<file path="config.mk">
export PLATFORM = sky130hd
export DESIGN_NAME = hex_text_midi_message_parser_top
export DESIGN_NICKNAME = d
export VERILOG_FILES = /design/src/htmp_pkg.sv /design/src/hex_text_midi_message_parser_top.sv /design/src/htmp_classify.sv /design/src/htmp_fifo.sv /design/src/htmp_scan.sv
export SDC_FILE = /design/constraint.sdc
export NUM_CORES = 1
export LEC_CHECK = 0
export BUFFER_PORTS_ARGS = -buffer_cell sky130_fd_sc_hd__buf_4
export CORE_AREA = 2 2 98 100
export DETAILED_ROUTE_END_ITERATION = 12
export DIE_AREA = 0 0 100 102
export PLACE_DENSITY = 0.78
export SETUP_SLACK_MARGIN = 0.1
export SYNTH_ARGS = -nofsm -noshare
export SYNTH_HDL_FRONTEND = slang
export SYNTH_SLANG_ARGS = --single-unit
</file>
<file path="constraint.sdc">
create_clock -name clock -period 4.9 [get_ports clock]
set_clock_uncertainty 0.15 [all_clocks]
set_input_delay 0 -clock clock [delete_from_list [all_inputs] [get_ports clock]]
set_output_delay 0 -clock clock [all_outputs]
set_load 0.01 [all_outputs]
</file>
<file path="src/htmp_pkg.sv">
// shared types and constants for the hex text midi message parser
package htmp_pkg;

   // widths of the stream data buses
   localparam int REQ_DATA_W = 8;
   localparam int RSP_DATA_W = 32;

   // default depth of the queue between front and back
   localparam int FIFO_DEPTH = 2;

   // character kinds found by the front end
   typedef enum logic [2:0] {
      KIND_DIGIT,
      KIND_SPACE,
      KIND_PLUS,
      KIND_MINUS,
      KIND_X,
      KIND_NUL,
      KIND_OTHER
   } char_kind_type;

   // one classified character as it sits in the queue
   typedef struct packed {
      char_kind_type kind;
      logic [3:0]    digit;
      logic          last;
   } char_item_type;

endpackage

</file>
<file path="src/hex_text_midi_message_parser_top.sv">
// top level of the hex text midi message parser
// the last character passes through a queue slot and then the result register before the result shows on rsp_tvalid
// throughput: one character per cycle while the queue is not full, limited by the token scanner step
// a waiting result holds the next body's last character; the queue then fills and stalls req
// reset: synchronous, active high; clears the queue, the scanner state and the result valid
module hex_text_midi_message_parser_top #(
   parameter int FifoDepth = htmp_pkg::FIFO_DEPTH
) (
   input  logic                            clock,
   input  logic                            reset,
   input  logic                            req_tvalid,
   output logic                            req_tready,
   input  logic [htmp_pkg::REQ_DATA_W-1:0] req_tdata,   // [7:0] text_char
   input  logic                            req_tlast,   // is_last
   output logic                            rsp_tvalid,
   input  logic                            rsp_tready,
   // [0] accepted, [2:1] message_length, [10:3] status_byte,
   // [18:11] first_data, [26:19] second_data, [31:27] zero
   output logic [htmp_pkg::RSP_DATA_W-1:0] rsp_tdata
);
   import htmp_pkg::*;

   char_item_type front_item;
   char_item_type queue_item;
   logic          queue_valid;
   logic          queue_take;

   // front end
   htmp_classify u_classify (
      .text_char (req_tdata),
      .is_last   (req_tlast),
      .item      (front_item)
   );

   // decoupling queue
   htmp_fifo #(
      .Depth (FifoDepth)
   ) u_fifo (
      .clock     (clock),
      .reset     (reset),
      .push      (req_tvalid),
      .push_item (front_item),
      .not_full  (req_tready),
      .pop       (queue_take),
      .pop_item  (queue_item),
      .not_empty (queue_valid)
   );

   // back end
   htmp_scan u_scan (
      .clock      (clock),
      .reset      (reset),
      .item_valid (queue_valid),
      .item       (queue_item),
      .item_take  (queue_take),
      .rsp_tvalid (rsp_tvalid),
      .rsp_tready (rsp_tready),
      .rsp_tdata  (rsp_tdata)
   );

endmodule

</file>
<file path="src/htmp_classify.sv">
// front end: sorts each incoming character into a kind and a hex digit value
module htmp_classify (
   input  logic [7:0]            text_char,
   input  logic                  is_last,
   output htmp_pkg::char_item_type item
);
   import htmp_pkg::*;

   // kind and nibble value of the character
   always_comb begin
      item.last  = is_last;
      item.digit = 4'd0;
      if (text_char inside {[8'h30:8'h39]}) begin
         item.kind  = KIND_DIGIT;
         item.digit = text_char[3:0];
      end else if (text_char inside {[8'h61:8'h66], [8'h41:8'h46]}) begin
         item.kind  = KIND_DIGIT;
         item.digit = 4'(text_char[3:0] + 4'd9);
      end else if (text_char inside {8'h20, [8'h09:8'h0D]}) begin
         item.kind = KIND_SPACE;
      end else if (text_char == 8'h2B) begin
         item.kind = KIND_PLUS;
      end else if (text_char == 8'h2D) begin
         item.kind = KIND_MINUS;
      end else if (text_char inside {8'h78, 8'h58}) begin
         item.kind = KIND_X;
      end else if (text_char == 8'h00) begin
         item.kind = KIND_NUL;
      end else begin
         item.kind = KIND_OTHER;
      end
   end

endmodule

</file>
<file path="src/htmp_fifo.sv">
// short queue of classified characters between front and back
module htmp_fifo #(
   parameter int Depth = htmp_pkg::FIFO_DEPTH
) (
   input  logic                    clock,
   input  logic                    reset,
   input  logic                    push,
   input  htmp_pkg::char_item_type push_item,
   output logic                    not_full,
   input  logic                    pop,
   output htmp_pkg::char_item_type pop_item,
   output logic                    not_empty
);
   import htmp_pkg::*;

   localparam int PtrW = (Depth > 1) ? $clog2(Depth) : 1;
   localparam int CntW = $clog2(Depth + 1);

   char_item_type      slot_ff [Depth];
   logic [PtrW-1:0]    wr_ptr_ff, wr_ptr_in;
   logic [PtrW-1:0]    rd_ptr_ff, rd_ptr_in;
   logic [CntW-1:0]    count_ff, count_in;
   logic               do_push, do_pop;

   assign not_full  = (count_ff != CntW'(Depth));
   assign not_empty = (count_ff != '0);
   assign do_push   = push && not_full;
   assign do_pop    = pop && not_empty;
   assign pop_item  = slot_ff[rd_ptr_ff];

   // pointer wrap and fill count
   always_comb begin
      wr_ptr_in = wr_ptr_ff;
      rd_ptr_in = rd_ptr_ff;
      count_in  = count_ff;
      if (do_push) begin
         wr_ptr_in = (wr_ptr_ff == PtrW'(Depth - 1)) ? '0 : PtrW'(wr_ptr_ff + 1'b1);
      end
      if (do_pop) begin
         rd_ptr_in = (rd_ptr_ff == PtrW'(Depth - 1)) ? '0 : PtrW'(rd_ptr_ff + 1'b1);
      end
      if (do_push && !do_pop) begin
         count_in = CntW'(count_ff + 1'b1);
      end else if (do_pop && !do_push) begin
         count_in = CntW'(count_ff - 1'b1);
      end
   end

   // control registers
   always_ff @(posedge clock) begin
      if (reset) begin
         wr_ptr_ff <= '0;
         rd_ptr_ff <= '0;
         count_ff  <= '0;
      end else begin
         wr_ptr_ff <= wr_ptr_in;
         rd_ptr_ff <= rd_ptr_in;
         count_ff  <= count_in;
      end
   end

   // storage slots
   always_ff @(posedge clock) begin
      if (do_push) begin
         slot_ff[wr_ptr_ff] <= push_item;
      end
   end

endmodule

</file>
<file path="src/htmp_scan.sv">
// back end: token scanner, byte store, message check and result register
module htmp_scan (
   input  logic                               clock,
   input  logic                               reset,
   input  logic                               item_valid,
   input  htmp_pkg::char_item_type            item,
   output logic                               item_take,
   output logic                               rsp_tvalid,
   input  logic                               rsp_tready,
   output logic [htmp_pkg::RSP_DATA_W-1:0]    rsp_tdata
);
   import htmp_pkg::*;

   typedef enum logic [2:0] {
      MODE_BETWEEN = 3'd0,
      MODE_SIGN    = 3'd1,
      MODE_ZERO    = 3'd2,
      MODE_ZEROX   = 3'd3,
      MODE_DIGITS  = 3'd4
   } mode_type;

   typedef struct packed {
      mode_type   mode;
      logic [7:0] value;
      logic       overflow;
      logic       negative;
      logic [2:0] found;
      logic [7:0] store0;
      logic [7:0] store1;
      logic [7:0] store2;
      logic       failed;
      logic       stopped;
   } scan_state_type;

   localparam scan_state_type SCAN_RESET = '{
      mode: MODE_BETWEEN, value: 8'd0, overflow: 1'b0, negative: 1'b0, found: 3'd0,
      store0: 8'd0, store1: 8'd0, store2: 8'd0, failed: 1'b0, stopped: 1'b0};

   scan_state_type             scan_ff, scan_in;
   logic                       rsp_valid_ff, rsp_valid_in;
   logic [RSP_DATA_W-1:0]      rsp_data_ff, rsp_data_in;

   // close the current token and file its byte
   function automatic scan_state_type finish_token(input scan_state_type s);
      scan_state_type r;
      r = s;
      if (s.overflow || (s.negative && s.value != 8'd0)) begin
         r.failed = 1'b1;
      end else begin
         case (s.found)
            3'd0:    r.store0 = s.value;
            3'd1:    r.store1 = s.value;
            3'd2:    r.store2 = s.value;
            default: r.store0 = s.store0;
         endcase
         r.found = 3'(s.found + 1'b1);
         if (r.found >= 3'd4) begin
            r.stopped = 1'b1;
         end
      end
      r.mode     = MODE_BETWEEN;
      r.value    = 8'd0;
      r.overflow = 1'b0;
      r.negative = 1'b0;
      return r;
   endfunction

   // first digit of a token
   function automatic scan_state_type start_digit(input scan_state_type s,
                                                  input logic [3:0] d);
      scan_state_type r;
      r          = s;
      r.value    = {4'd0, d};
      r.overflow = 1'b0;
      r.mode     = (d == 4'd0) ? MODE_ZERO : MODE_DIGITS;
      return r;
   endfunction

   // character seen where a token may begin
   function automatic scan_state_type scan_between(input scan_state_type s,
                                                   input char_item_type c);
      scan_state_type r;
      r = s;
      case (c.kind)
         KIND_NUL:   r.stopped = 1'b1;
         KIND_SPACE: r.mode = s.mode;
         KIND_DIGIT: begin
            r.negative = 1'b0;
            r = start_digit(r, c.digit);
         end
         KIND_PLUS, KIND_MINUS: begin
            r.negative = (c.kind == KIND_MINUS);
            r.value    = 8'd0;
            r.overflow = 1'b0;
            r.mode     = MODE_SIGN;
         end
         default:    r.failed = 1'b1;
      endcase
      return r;
   endfunction

   // one character through the scanner
   function automatic scan_state_type scan_char(input scan_state_type s,
                                                input char_item_type c);
      scan_state_type r;
      logic           is_dig;
      r      = s;
      is_dig = (c.kind == KIND_DIGIT);
      if (!(s.failed || s.stopped)) begin
         case (s.mode)
            MODE_ZEROX: begin
               if (is_dig) begin
                  r.value = {4'd0, c.digit};
                  r.mode  = MODE_DIGITS;
               end else begin
                  r.failed = 1'b1;
               end
            end
            MODE_SIGN: begin
               if (is_dig) begin
                  r = start_digit(s, c.digit);
               end else begin
                  r.failed = 1'b1;
               end
            end
            MODE_ZERO, MODE_DIGITS: begin
               if (s.mode == MODE_ZERO && c.kind == KIND_X) begin
                  r.mode = MODE_ZEROX;
               end else if (is_dig) begin
                  if (s.value >= 8'h10) begin
                     r.overflow = 1'b1;
                  end
                  r.value = {s.value[3:0], c.digit};
                  r.mode  = MODE_DIGITS;
               end else begin
                  r = finish_token(s);
                  if (!(r.failed || r.stopped)) begin
                     r = scan_between(r, c);
                  end
               end
            end
            default:    r = scan_between(s, c);
         endcase
      end
      return r;
   endfunction

   // last items wait for a free result register, others always go
   assign item_take = item_valid && (!item.last || !rsp_valid_ff || rsp_tready);

   // next scanner state and result
   always_comb begin
      scan_state_type s;
      logic [3:0]     hi;
      logic [1:0]     expected;
      logic           ok;
      s            = scan_ff;
      hi           = 4'd0;
      expected     = 2'd3;
      ok           = 1'b0;
      scan_in      = scan_ff;
      rsp_valid_in = rsp_valid_ff && !rsp_tready;
      rsp_data_in  = rsp_data_ff;
      if (item_take) begin
         s = scan_char(scan_ff, item);
         if (item.last) begin
            // close whatever token is still open
            if (!s.failed && !s.stopped) begin
               if (s.mode == MODE_SIGN || s.mode == MODE_ZEROX) begin
                  s.failed = 1'b1;
               end else if (s.mode == MODE_ZERO || s.mode == MODE_DIGITS) begin
                  s = finish_token(s);
               end
            end
            // channel message check
            hi       = s.store0[7:4];
            expected = (hi == 4'hC || hi == 4'hD) ? 2'd2 : 2'd3;
            ok       = !s.failed && s.found != 3'd0 && s.store0[7] && hi != 4'hF
                       && s.found == {1'b0, expected} && !s.store1[7]
                       && (expected == 2'd2 || !s.store2[7]);
            rsp_valid_in = 1'b1;
            rsp_data_in  = {5'd0, s.store2, s.store1, s.store0,
                            ok ? expected : 2'd0, ok};
            scan_in      = SCAN_RESET;
         end else begin
            scan_in = s;
         end
      end
   end

   // scanner state and result register
   always_ff @(posedge clock) begin
      if (reset) begin
         scan_ff      <= SCAN_RESET;
         rsp_valid_ff <= 1'b0;
      end else begin
         scan_ff      <= scan_in;
         rsp_valid_ff <= rsp_valid_in;
      end
      rsp_data_ff <= rsp_data_in;
   end

   assign rsp_tvalid = rsp_valid_ff;
   assign rsp_tdata  = rsp_data_ff;

endmodule

</file>
Word-level counts from Yosys, hierarchy flattened. Memories as Yosys holds them, arrays and structs flattened. A register that Yosys moved wholly into a read port is not among the register bits. Index checks and enable logic that the tools add are counted. W data, S select, Z words.

RAM bits: 16. Flip-flop bits (word level): 74. Memories: 1. Word-level logic and storage cells: 197.

Memories: u_fifo.slot_ff (depth 2, bits a word 8, read ports 1, clocked after memory_dff 1, write ports 1, RTL line htmp_fifo.sv:19) `char_item_type slot_ff [Depth];`.

Add/subtract/negate cells: 7. Reduce and logical (&&, ||, !) cells: 59. $lt $le $gt $ge: 11. Equal/unequal tests: 28. Muxes and demuxes: 75.

Operators by type and width (number): $mux W42 (4); $mux W29 (4); $pmux W29 S3 (1); $mux W27 (3); $mux W8 (6); $mux W40 (1); $mux W39 (1); $mux W1 (35); $pmux W11 S3 (1); $mux W30 (1); $eq A3 B2 Y1 const B (8); $eq A8 B6 Y1 const B (3); $mux W3 (7); $logic_and A1 B1 Y1 (20); $pmux W10 S2 (1); $eq A8 B7 Y1 const B (2); $ge A8 B7 Y1 const B (2); $le A8 B7 Y1 const B (2); $reduce_bool A8 Y1 (2); $eq A3 B1 Y1 const B (5); $eq A3 B3 Y1 const B (4); $mux W12 (1); $mux W11 (1); $logic_not A1 Y1 (10); other kinds (31) (55).

Longest topological paths before layout. Gate-level depths: netlist of run 1.

Word-level depth: 32. Mapped depth: 13. Mapped depth without buffers: 12.

Hierarchy. From an unflattened synthesis of run 1, not the netlist that was laid out.

Cell total of the unflattened synthesis: 531. Area, all modules: 5261.3 um^2.

Modules (own cells, without submodules): htmp_scan (instances 1, seq. area each 1671.6 um^2, area each 4085.2 um^2, cells each 437); htmp_fifo (instances 1, seq. area each 580.6 um^2, area each 805.8 um^2, cells each 49); htmp_classify (instances 1, seq. area each 0.0 um^2, area each 370.4 um^2, cells each 45).

Worst setup path after synthesis of run 1. No wires, ideal clock.

Path type: flip-flop to flip-flop. From: register u_scan.scan_ff[35] (netlist bit). To: register u_scan.rsp_data_ff[0], in the netlist u_scan.rsp_tdata[0], data pin. Cell stages (with the launch flop): 13. Library setup time: 0.269 ns. Arrival time: 3.016 ns. Slack: 1.465 ns. Required time: 4.481 ns. Clock period less this slack: 3.435 ns. Cell sequence: dfxtp_1 buf_6 or4_4 o21a_1 nor4_4 o21ai_0 inv_1 ha_1 nand3_1 nor3_4 o211ai_1 o211ai_1 a21oi_1.

Longest elaborated chain between the ends: 31. Elaborated cells on any way between the ends: 81. Classes of those cells: add/sub: 1; order compare: 1; eq/ne: 11; mux: 43; reduce/logical: 25.

Ends and longest elaborated chain: start: declaration (RTL line htmp_scan.sv:39) `scan_state_type scan_ff, scan_in;`; start signal: assignment (RTL line htmp_scan.sv:197) `scan_ff <= scan_in;`; $reduce_bool A8 Y1 (RTL line htmp_scan.sv:47) `if (s.overflow || (s.negative && s.value != 8'd0)) begin`; $logic_and A1 B1 Y1 (RTL line htmp_scan.sv:47); $logic_or A1 B1 Y1 (RTL line htmp_scan.sv:47); $mux W1 (RTL line htmp_scan.sv:47); $mux W1 (RTL line htmp_scan.sv:129) `end else if (is_dig) begin`; $mux W1 (RTL line htmp_scan.sv:127) `if (s.mode == MODE_ZERO && c.kind == KIND_X) begin`; $mux W1 (RTL line htmp_scan.sv:110) `case (s.mode)`; $mux W1 (RTL line htmp_scan.sv:109) `if (!(s.failed || s.stopped)) begin`; [14 not listed]; $mux W29 (*) (RTL line htmp_scan.sv:166) `if (item.last) begin`; $mux W29 (*) (RTL line htmp_scan.sv:164) `if (item_take) begin`; $eq A4 B4 Y1, or another cell as far along (RTL line htmp_scan.sv:177) `expected = (hi == 4'hC || hi == 4'hD) ? 2'd2 : 2'd3;`; $logic_or A1 B1 Y1 / $logic_and A1 B1 Y1 (equally long branches) (RTL line htmp_scan.sv:177, htmp_scan.sv:178); $mux W1 / $logic_and A1 B1 Y1 (equally long branches) (RTL line htmp_scan.sv:177, htmp_scan.sv:178); $eq A3 B2 Y1 / $logic_and A1 B1 Y1 (equally long branches) (RTL line htmp_scan.sv:179, htmp_scan.sv:178); $logic_and A1 B1 Y1 (2 in series) (RTL line htmp_scan.sv:179) `&& s.found == {1'b0, expected} && !s.store1[7]`; $logic_and A1 B1 Y1 (*) (RTL line htmp_scan.sv:180) `&& (expected == 2'd2 || !s.store2[7]);`; end signal: assignment (RTL line htmp_scan.sv:200) `rsp_data_ff <= rsp_data_in;`; end: declaration (RTL line htmp_scan.sv:41) `logic [RSP_DATA_W-1:0] rsp_data_ff, rsp_data_in;`.

Mark *: on every way between the ends. The rest lies on a longest branch, timed or not. The select of a mux whose other input is x is not followed. A chain may end at the register's enable or synchronous reset.

==> run_results.csv, run 1 <==
group,metric,value,unit
logic_synthesis,seq_area_frac_synth,42.3,%
finish,fin_area,5990,µm²
sta,final.setup.tns,0,ns
routing,wl_per_cell,19.6,µm
worst_setup_path,r2r_start,"u_fifo.slot_ff[1][7]",
worst_setup_path,cp_data_required_time,4.85,ns
sta,layout_worst_path_cycle_share,82.8,%
cts,path_clk_slew,0.10,ns
sta,slew_viol_final,0,
floorplanning,die_w,100,µm
worst_setup_path,reg2reg_to,"u_scan.rsp_tdata[25]",
pwr,ir_worst_vdd,0.306,mV
worst_setup_path,worst-setup-path-type,"reg2reg",
logic_synthesis,synth_area_leaders,"edfxtp_1 24%, dfxtp_1 18%, nor2_1 7.0%",
status,run_status,"finished clean",
logic_synthesis,syn_area_per_cell,9.21,µm²
logic_synthesis,synth_area,5320,µm²
worst_setup_path,crit_start,"u_fifo.slot_ff[1][7]",
cts,clk_latency,0.37,ns
floorplanning,io_pins,47,
worst_setup_path,ff2ff_path_depth,9,
worst_setup_path,slowest_delay,0.89,ns
finish,final_cell_count_no_fill,734,
placement,place_area,5650,µm²
min_path,min_from,"req_tlast",
placement,routabilityCongestion,0.939,
worst_setup_path,rrSetupSlack,0.84,ns
worst_setup_path,crit_chain,"mux2i_1 -> a21o_1 -> nand4_1 -> a21oi_2 -> a41o_1 -> nand3_2 -> or2_1 -> nor2_1 -> a21oi_1",
min_path,hold_depth,2,
logic_synthesis,synthFlopType,"dfxtp_1",
sta,layout_min_cycle_time,4.06,ns
finish,fin_nets,645,
routing,drc_errors,0,
global_routing,antenna_found_initial,0,
worst_setup_path,crit_path_end_kind,"flop",
cts,post_cts_buffers,0,
logic_synthesis,async_reset_ff_share,0,%
routing,first_pass_iters,5,
min_path,hold_path_end,"u_fifo.slot_ff[0][0]",
sta,worst_hold_slack,0.212,ns
floorplanning,die_area,10200,µm²
logic_synthesis,synth_warnings,0,
global_routing,grt_pass1_wl,22000,µm
worst_setup_path,crit_fanout,15,
sta,relSlewSlack,24.4,%
min_path,hold_path_class,"in2reg",
pwr,power.static_leakage,2.25,nW
logic_synthesis,yosys.area.top_type_share,24.3,%
global_routing,gr-usage-all-layers,27.7,%
routing,wl,14400,µm
global_routing,grt-ovfl-total,0,
cts,ctsResizeCount,0,
routing,vias,4698,
routing,drtIter0Drc,362,
floorplanning,die_h,102,µm
worst_setup_path,worstPathArrival,4.01,ns
sta,hold_viol,0,
global_routing,grt_pass1_vias,4411,
finish,area_growth,12.6,%
worst_setup_path,start_kind,"flop",
logic_synthesis,synth_seq_cells,91,
placement,io_buffers,41,
routing,via_per_inst,6.40,
finish,antennaDiodeCount,0,
logic_synthesis,synthCells,578,
cts,cts_tree,"built",
floorplanning,coreArea,9110,µm²
cts,htree_levels,3,
logic_synthesis,synth-edff-count,43,
placement,dpl.cell_count,703,
logic_synthesis,synth_cell_types,76,
sta,rsz0062_at_grt,"no",
sta,setup_viol,0,
floorplanning,initial_core_util,58.4,%
job,cap_viol_max_count,0,
sta,worst_slew_pin_slew,1.10,ns
cts,cts_buffer_depth,2,
finish,drive_gt1_share,16.4,%
sta,max_freq,246,MHz
cts,ctsRootBufferMaster,"clkbuf_8",
cts,cts_buffers,9,
routing,final_antenna_net_count,0,
worst_setup_path,cp_slowest_cell,"mux2i_1",
placement,hpwlAfterDp,9900,µm
pwr,power_density,382,nW/µm²
finish,fill_cells,749,
global_routing,grt_max_degree,49,
floorplanning,rows,35,
cts,clkSinkCount,91,
logic_synthesis,synth_top_cell_by_area,"edfxtp_1",
==> critical path, delay by kind of cell, from the launching register on <==
kind | cells | cell delay [ns]
compound gates | 4 | 1.15
mux | 1 | 0.89
simple gates | 4 | 1.16
flops | 1 | 0.45
==> how the worst max path moves through the flow <==
stage,to,slack (ns),cells after the start
after floorplan,u_scan.rsp_tdata[0],1.47,12
after global placement,u_scan.rsp_tdata[25],0.99,9
after detailed placement,u_scan.rsp_tdata[25],0.98,9
after CTS,u_scan.rsp_tdata[25],0.96,9
after global routing,u_scan.rsp_tdata[0],0.68,10
final,u_scan.rsp_tdata[25],0.84,9
==> state kept, by name, summed over array words and instances, names as in the netlist, named ones only <==
register           cells
u_scan.scan_ff        42
u_scan.rsp_tvalid      1
u_fifo.wr_ptr_ff       1
u_fifo.rd_ptr_ff       1
u_fifo.slot_ff        16
u_scan.rsp_tdata      27
u_fifo.count_ff        2
==> layer usage <==
layer / vias up / share of wire, % / global-route usage [%]
li1: 2204 / - / -
met1: 2248 / 42 / 35.1
met2: 212 / 49 / 48.4
met3: 34 / 6.1 / 3.56
met4: 0 / 3.1 / 11.5
met5: - / 0 / 0
==> final cells by class <==
class | instances | area [µm²] | area share [%]
clock buffers | 10 | 128 | 2.13
repair buffers | 64 | 513 | 8.56
flip-flops and latches | 91 | 2250 | 37.6
well taps | 111 | 139 | 2.32
inverters | 17 | 63.8 | 1.06
multi-input cells | 435 | 2820 | 47.1
clock inverters | 6 | 72.6 | 1.21
==> power breakdown <==
group / total [mW] / switching [mW] / internal, mW / leakage (nW)
Clock: 0.534 / 0.292 / 0.242 / 0.0975
Sequential: 0.979 / 0.0577 / 0.922 / 0.794
Combinational: 0.779 / 0.516 / 0.263 / 1.36
Total: 2.29 / 0.866 / 1.43 / 2.25
==> cell usage after synthesis, types with 3 or more instances <==
cell type  number
clkbuf_1       18
nand4_1         3
buf_2          11
nor4_1          3
a32oi_1        25
mux2i_1        18
edfxtp_1       43
a31oi_1         5
nand3_1        13
and3_1          4
nor3b_1         6
or3_1           4
nor2b_1         8
nor2_1         99
dfxtp_1        48
o21a_1          3
nor3_1         16
ha_1           14
xnor2_1         4
xor2_1          5
nand2_1        34
o211ai_1        5
nand2b_1        5
nor4b_1         3
a21oi_1        46
a41oi_1         3
mux2_2         18
o21ai_1         7
a21o_1          3
a22oi_1         7
o22a_1          3
buf_4           6
inv_1          16
o21ai_0        20
==> metrics by stage <==
| step | power [mW] | setup WS (ns) | utilization (%) |
|---|---|---|---|
| CTS | 2.27 | 0.957 | 65.7 |
| finish | 2.29 | 0.842 | 65.8 |
| detailed placement | 1.74 | 0.976 | 62.0 |
| global route | 2.39 | 0.679 | 65.8 |
| floorplan | 1.47 | 1.47 | - |
| global placement | 1.73 | 0.993 | 62.0 |
==> cells by family after synthesis <==
| kind of cell | synth area share (%) |
|---|---|
| adder cells (fa/ha/maj) | 3.29 |
| XOR/XNOR | 1.79 |
| AO/OA/AOI/OAI | 19.6 |
| other | 0.0705 |
| AND/OR/NAND/NOR | 20.1 |
| flip-flops | 42.3 |
| multiplexers | 7.90 |
| buffers and inverters | 4.91 |
==> cells in the final DEF, fill, tap and decap left out, types with 8 or more instances in the layout <==
cell type      count
mux2_2            18
ha_1              14
o21ai_0           20
nand3_1           13
a32oi_1           25
a21oi_1           46
mux2i_1           18
nor3_1            16
dlygate4sd3_1     14
clkbuf_8           9
nor2b_1            8
buf_4             49
nand2_1           34
dfxtp_1           48
edfxtp_1          43
inv_1             16
nor2_1            99
==> what timing repair did <==
item                       4_1_cts  5_1_grt
hold buffers                    14        0
setup endpoints to repair        0        0
hold endpoints to repair        57        0
Power figures use the tool's default switching activity.
==> run 2: changes to the inputs <==
- clock period: 4.9 -> 3.9 ns (I/O delays scaled with it)
==> run 2 against run 1 <==
Compared with the run above:
- sequential cell count is the same
- combinational power grew 24%
- power grew 22%
- clock power grew 9.7%
- final area grew 0.33%
- critical path type unchanged
- largest cell class unchanged
==> run_results.csv, run 2 (synthesis gave the netlist of run 1 again) <==
group,metric,value,unit
floorplanning,coreArea,9110,µm²
cts,cts_buffers,9,
finish,antennaDiodeCount,0,
worst_setup_path,ff2ff_path_depth,11,
min_path,hold_path_class,"in2reg",
finish,fill_cells,755,
routing,wl_per_cell,18.7,µm
pwr,ir_worst_vdd,0.636,mV
routing,final_antenna_net_count,0,
global_routing,grt_max_degree,49,
routing,via_per_inst,6.39,
worst_setup_path,crit_path_end_kind,"flop",
sta,layout_worst_path_cycle_share,94.0,%
sta,hold_viol,0,
cts,htree_levels,3,
floorplanning,die_w,100,µm
floorplanning,die_h,102,µm
worst_setup_path,rrSetupSlack,0.24,ns
cts,clk_latency,0.36,ns
worst_setup_path,r2r_start,"u_scan.scan_ff[36]",
global_routing,antenna_found_initial,0,
routing,first_pass_iters,5,
global_routing,grt_pass1_vias,4497,
sta,worst_slew_pin_slew,1.08,ns
status,run_status,"finished clean",
min_path,min_from,"req_tlast",
worst_setup_path,worst-setup-path-type,"reg2reg",
floorplanning,die_area,10200,µm²
worst_setup_path,worstPathArrival,3.69,ns
finish,drive_gt1_share,17.3,%
sta,setup_viol,0,
placement,hpwlAfterDp,9640,µm
finish,multi_input_area,2830,µm²
finish,final-seq-area,2250,µm²
worst_setup_path,cp_data_required_time,3.93,ns
sta,relSlewSlack,28.0,%
sta,worst_hold_slack,0.228,ns
finish,fin_nets,651,
sta,final.setup.tns,0,ns
sta,rsz0062_at_grt,"no",
cts,cts_tree,"built",
routing,vias,4727,
worst_setup_path,crit_fanout,12,
routing,drtIter0Drc,340,
cts,clkSinkCount,91,
finish,area_growth,13.0,%
placement,routabilityCongestion,0.978,
pwr,power.static_leakage,2.27,nW
global_routing,grt_pass1_wl,22300,µm
cts,path_clk_slew,0.10,ns
global_routing,grt_util_met2,47.0,%
global_routing,grtUsageMet1,35.4,%
sta,layout_min_cycle_time,3.66,ns
job,cap_viol_max_count,0,
floorplanning,initial_core_util,58.4,%
finish,regMostFlops,"u_scan.scan_ff",
worst_setup_path,start_kind,"flop",
routing,wl,13800,µm
sta,slew_viol_final,0,
placement,io_buffers,41,
cts,ctsRootBufferMaster,"clkbuf_8",
floorplanning,rows,35,
global_routing,gr-max-usage-layer,"met2",
global_routing,gr-usage-all-layers,27.6,%
floorplanning,io_pins,47,
cts,cts_buffer_depth,2,
worst_setup_path,reg2reg_to,"u_scan.rsp_tdata[2]",
finish,largest_reg_flops,42,
pwr,power_density,463,nW/µm²
min_path,hold_path_end,"u_fifo.slot_ff[0][0]",
routing,drc_errors,0,
finish,final_cell_mix,"99 x nor2_1, 57 x buf_4, 48 x dfxtp_1",
min_path,hold_depth,2,
finish,final_common_cell,"nor2_1",
sta,max_freq,273,MHz
global_routing,grt-ovfl-total,0,
global_routing,grt_util_met3,4.38,%
==> run 2: cell count changes in the layout (fill, tap and decap cells not counted), sizes merged <==
| cell | before | now |
|---|---|---|
| clkbuf | 11 | 10 |
| buf | 49 | 57 |
| inv | 18 | 20 |
| bufinv | 1 | 0 |
| clkinv | 3 | 2 |
| dlygate4sd3 | 14 | 13 |
==> run 2: critical path: stages (launching register included) <==
cell and delay (ns):
dfxtp_1 0.50, or4_4 0.60, o21a_1 0.25, nor4_4 0.35, xnor2_1 0.21, inv_1 0.15, ha_1 0.21, nand3_1 0.15
nor4_1 0.38, o211a_1 0.21, o2111ai_2 0.12, a21oi_1 0.20
==> run 2: area by class of cell <==
type	count	area share, %
Clock buffer	10	2.12
Clock inverter	6	0.770
Inverter	17	1.06
Multi-Input combinational cell	435	47.0
Sequential cell	91	37.5
Tap cell	111	2.31
Timing Repair Buffer	70	9.28
==> run 2: worst max path at each step <==
stage                        from             endpoint  slack (ns)  depth (start not counted)
5_1_grt        u_scan.scan_ff[36]  u_scan.rsp_tdata[2]        0.10                         11
6_report       u_scan.scan_ff[36]  u_scan.rsp_tdata[2]        0.24                         11
3_5_place_dp   u_scan.scan_ff[36]  u_scan.rsp_tdata[2]        0.37                         11
4_1_cts        u_scan.scan_ff[36]  u_scan.rsp_tdata[2]        0.32                         11
2_1_floorplan  u_scan.scan_ff[35]  u_scan.rsp_tdata[0]        0.47                         12
3_3_place_gp   u_scan.scan_ff[36]  u_scan.rsp_tdata[0]        0.46                         11
==> run 2: repair_timing <==
item                       in CTS  in global routing
hold endpoints to repair       56                  0
hold buffers                   13                  0
resized for setup               0                  1
setup endpoints to repair       0                  2
buffers inserted                0                  0
==> run 2: metrics by stage <==
step | total power, mW | instance area, µm² | utilization [%] | worst slack [ns] | std cells
detailed placement | 2.19 | 5710 | 62.7 | 0.372 | 711
CTS | 2.77 | 6010 | 66.0 | 0.316 | 740
global placement | 2.17 | 5710 | 62.7 | 0.461 | 711
global route | 2.91 | 6010 | 66.0 | 0.102 | 740
floorplan | 1.85 | 5340 | - | 0.465 | 582
finish | 2.78 | 6010 | 66.0 | 0.236 | 740
==> run 2: power by group <==
group	internal [mW]	switching, mW
clock network	0.239	0.347
logic	0.335	0.629
registers	1.16	0.0795
total	1.73	1.06
==> run 2: per-layer routing <==
metal	share of wire, %	wire length [µm]	up-vias
met5	0	0	-
met4	2.8	388	0
met3	6.8	945	38
met1	42	5850	2231
met2	48	6640	230
li1	-	-	2228
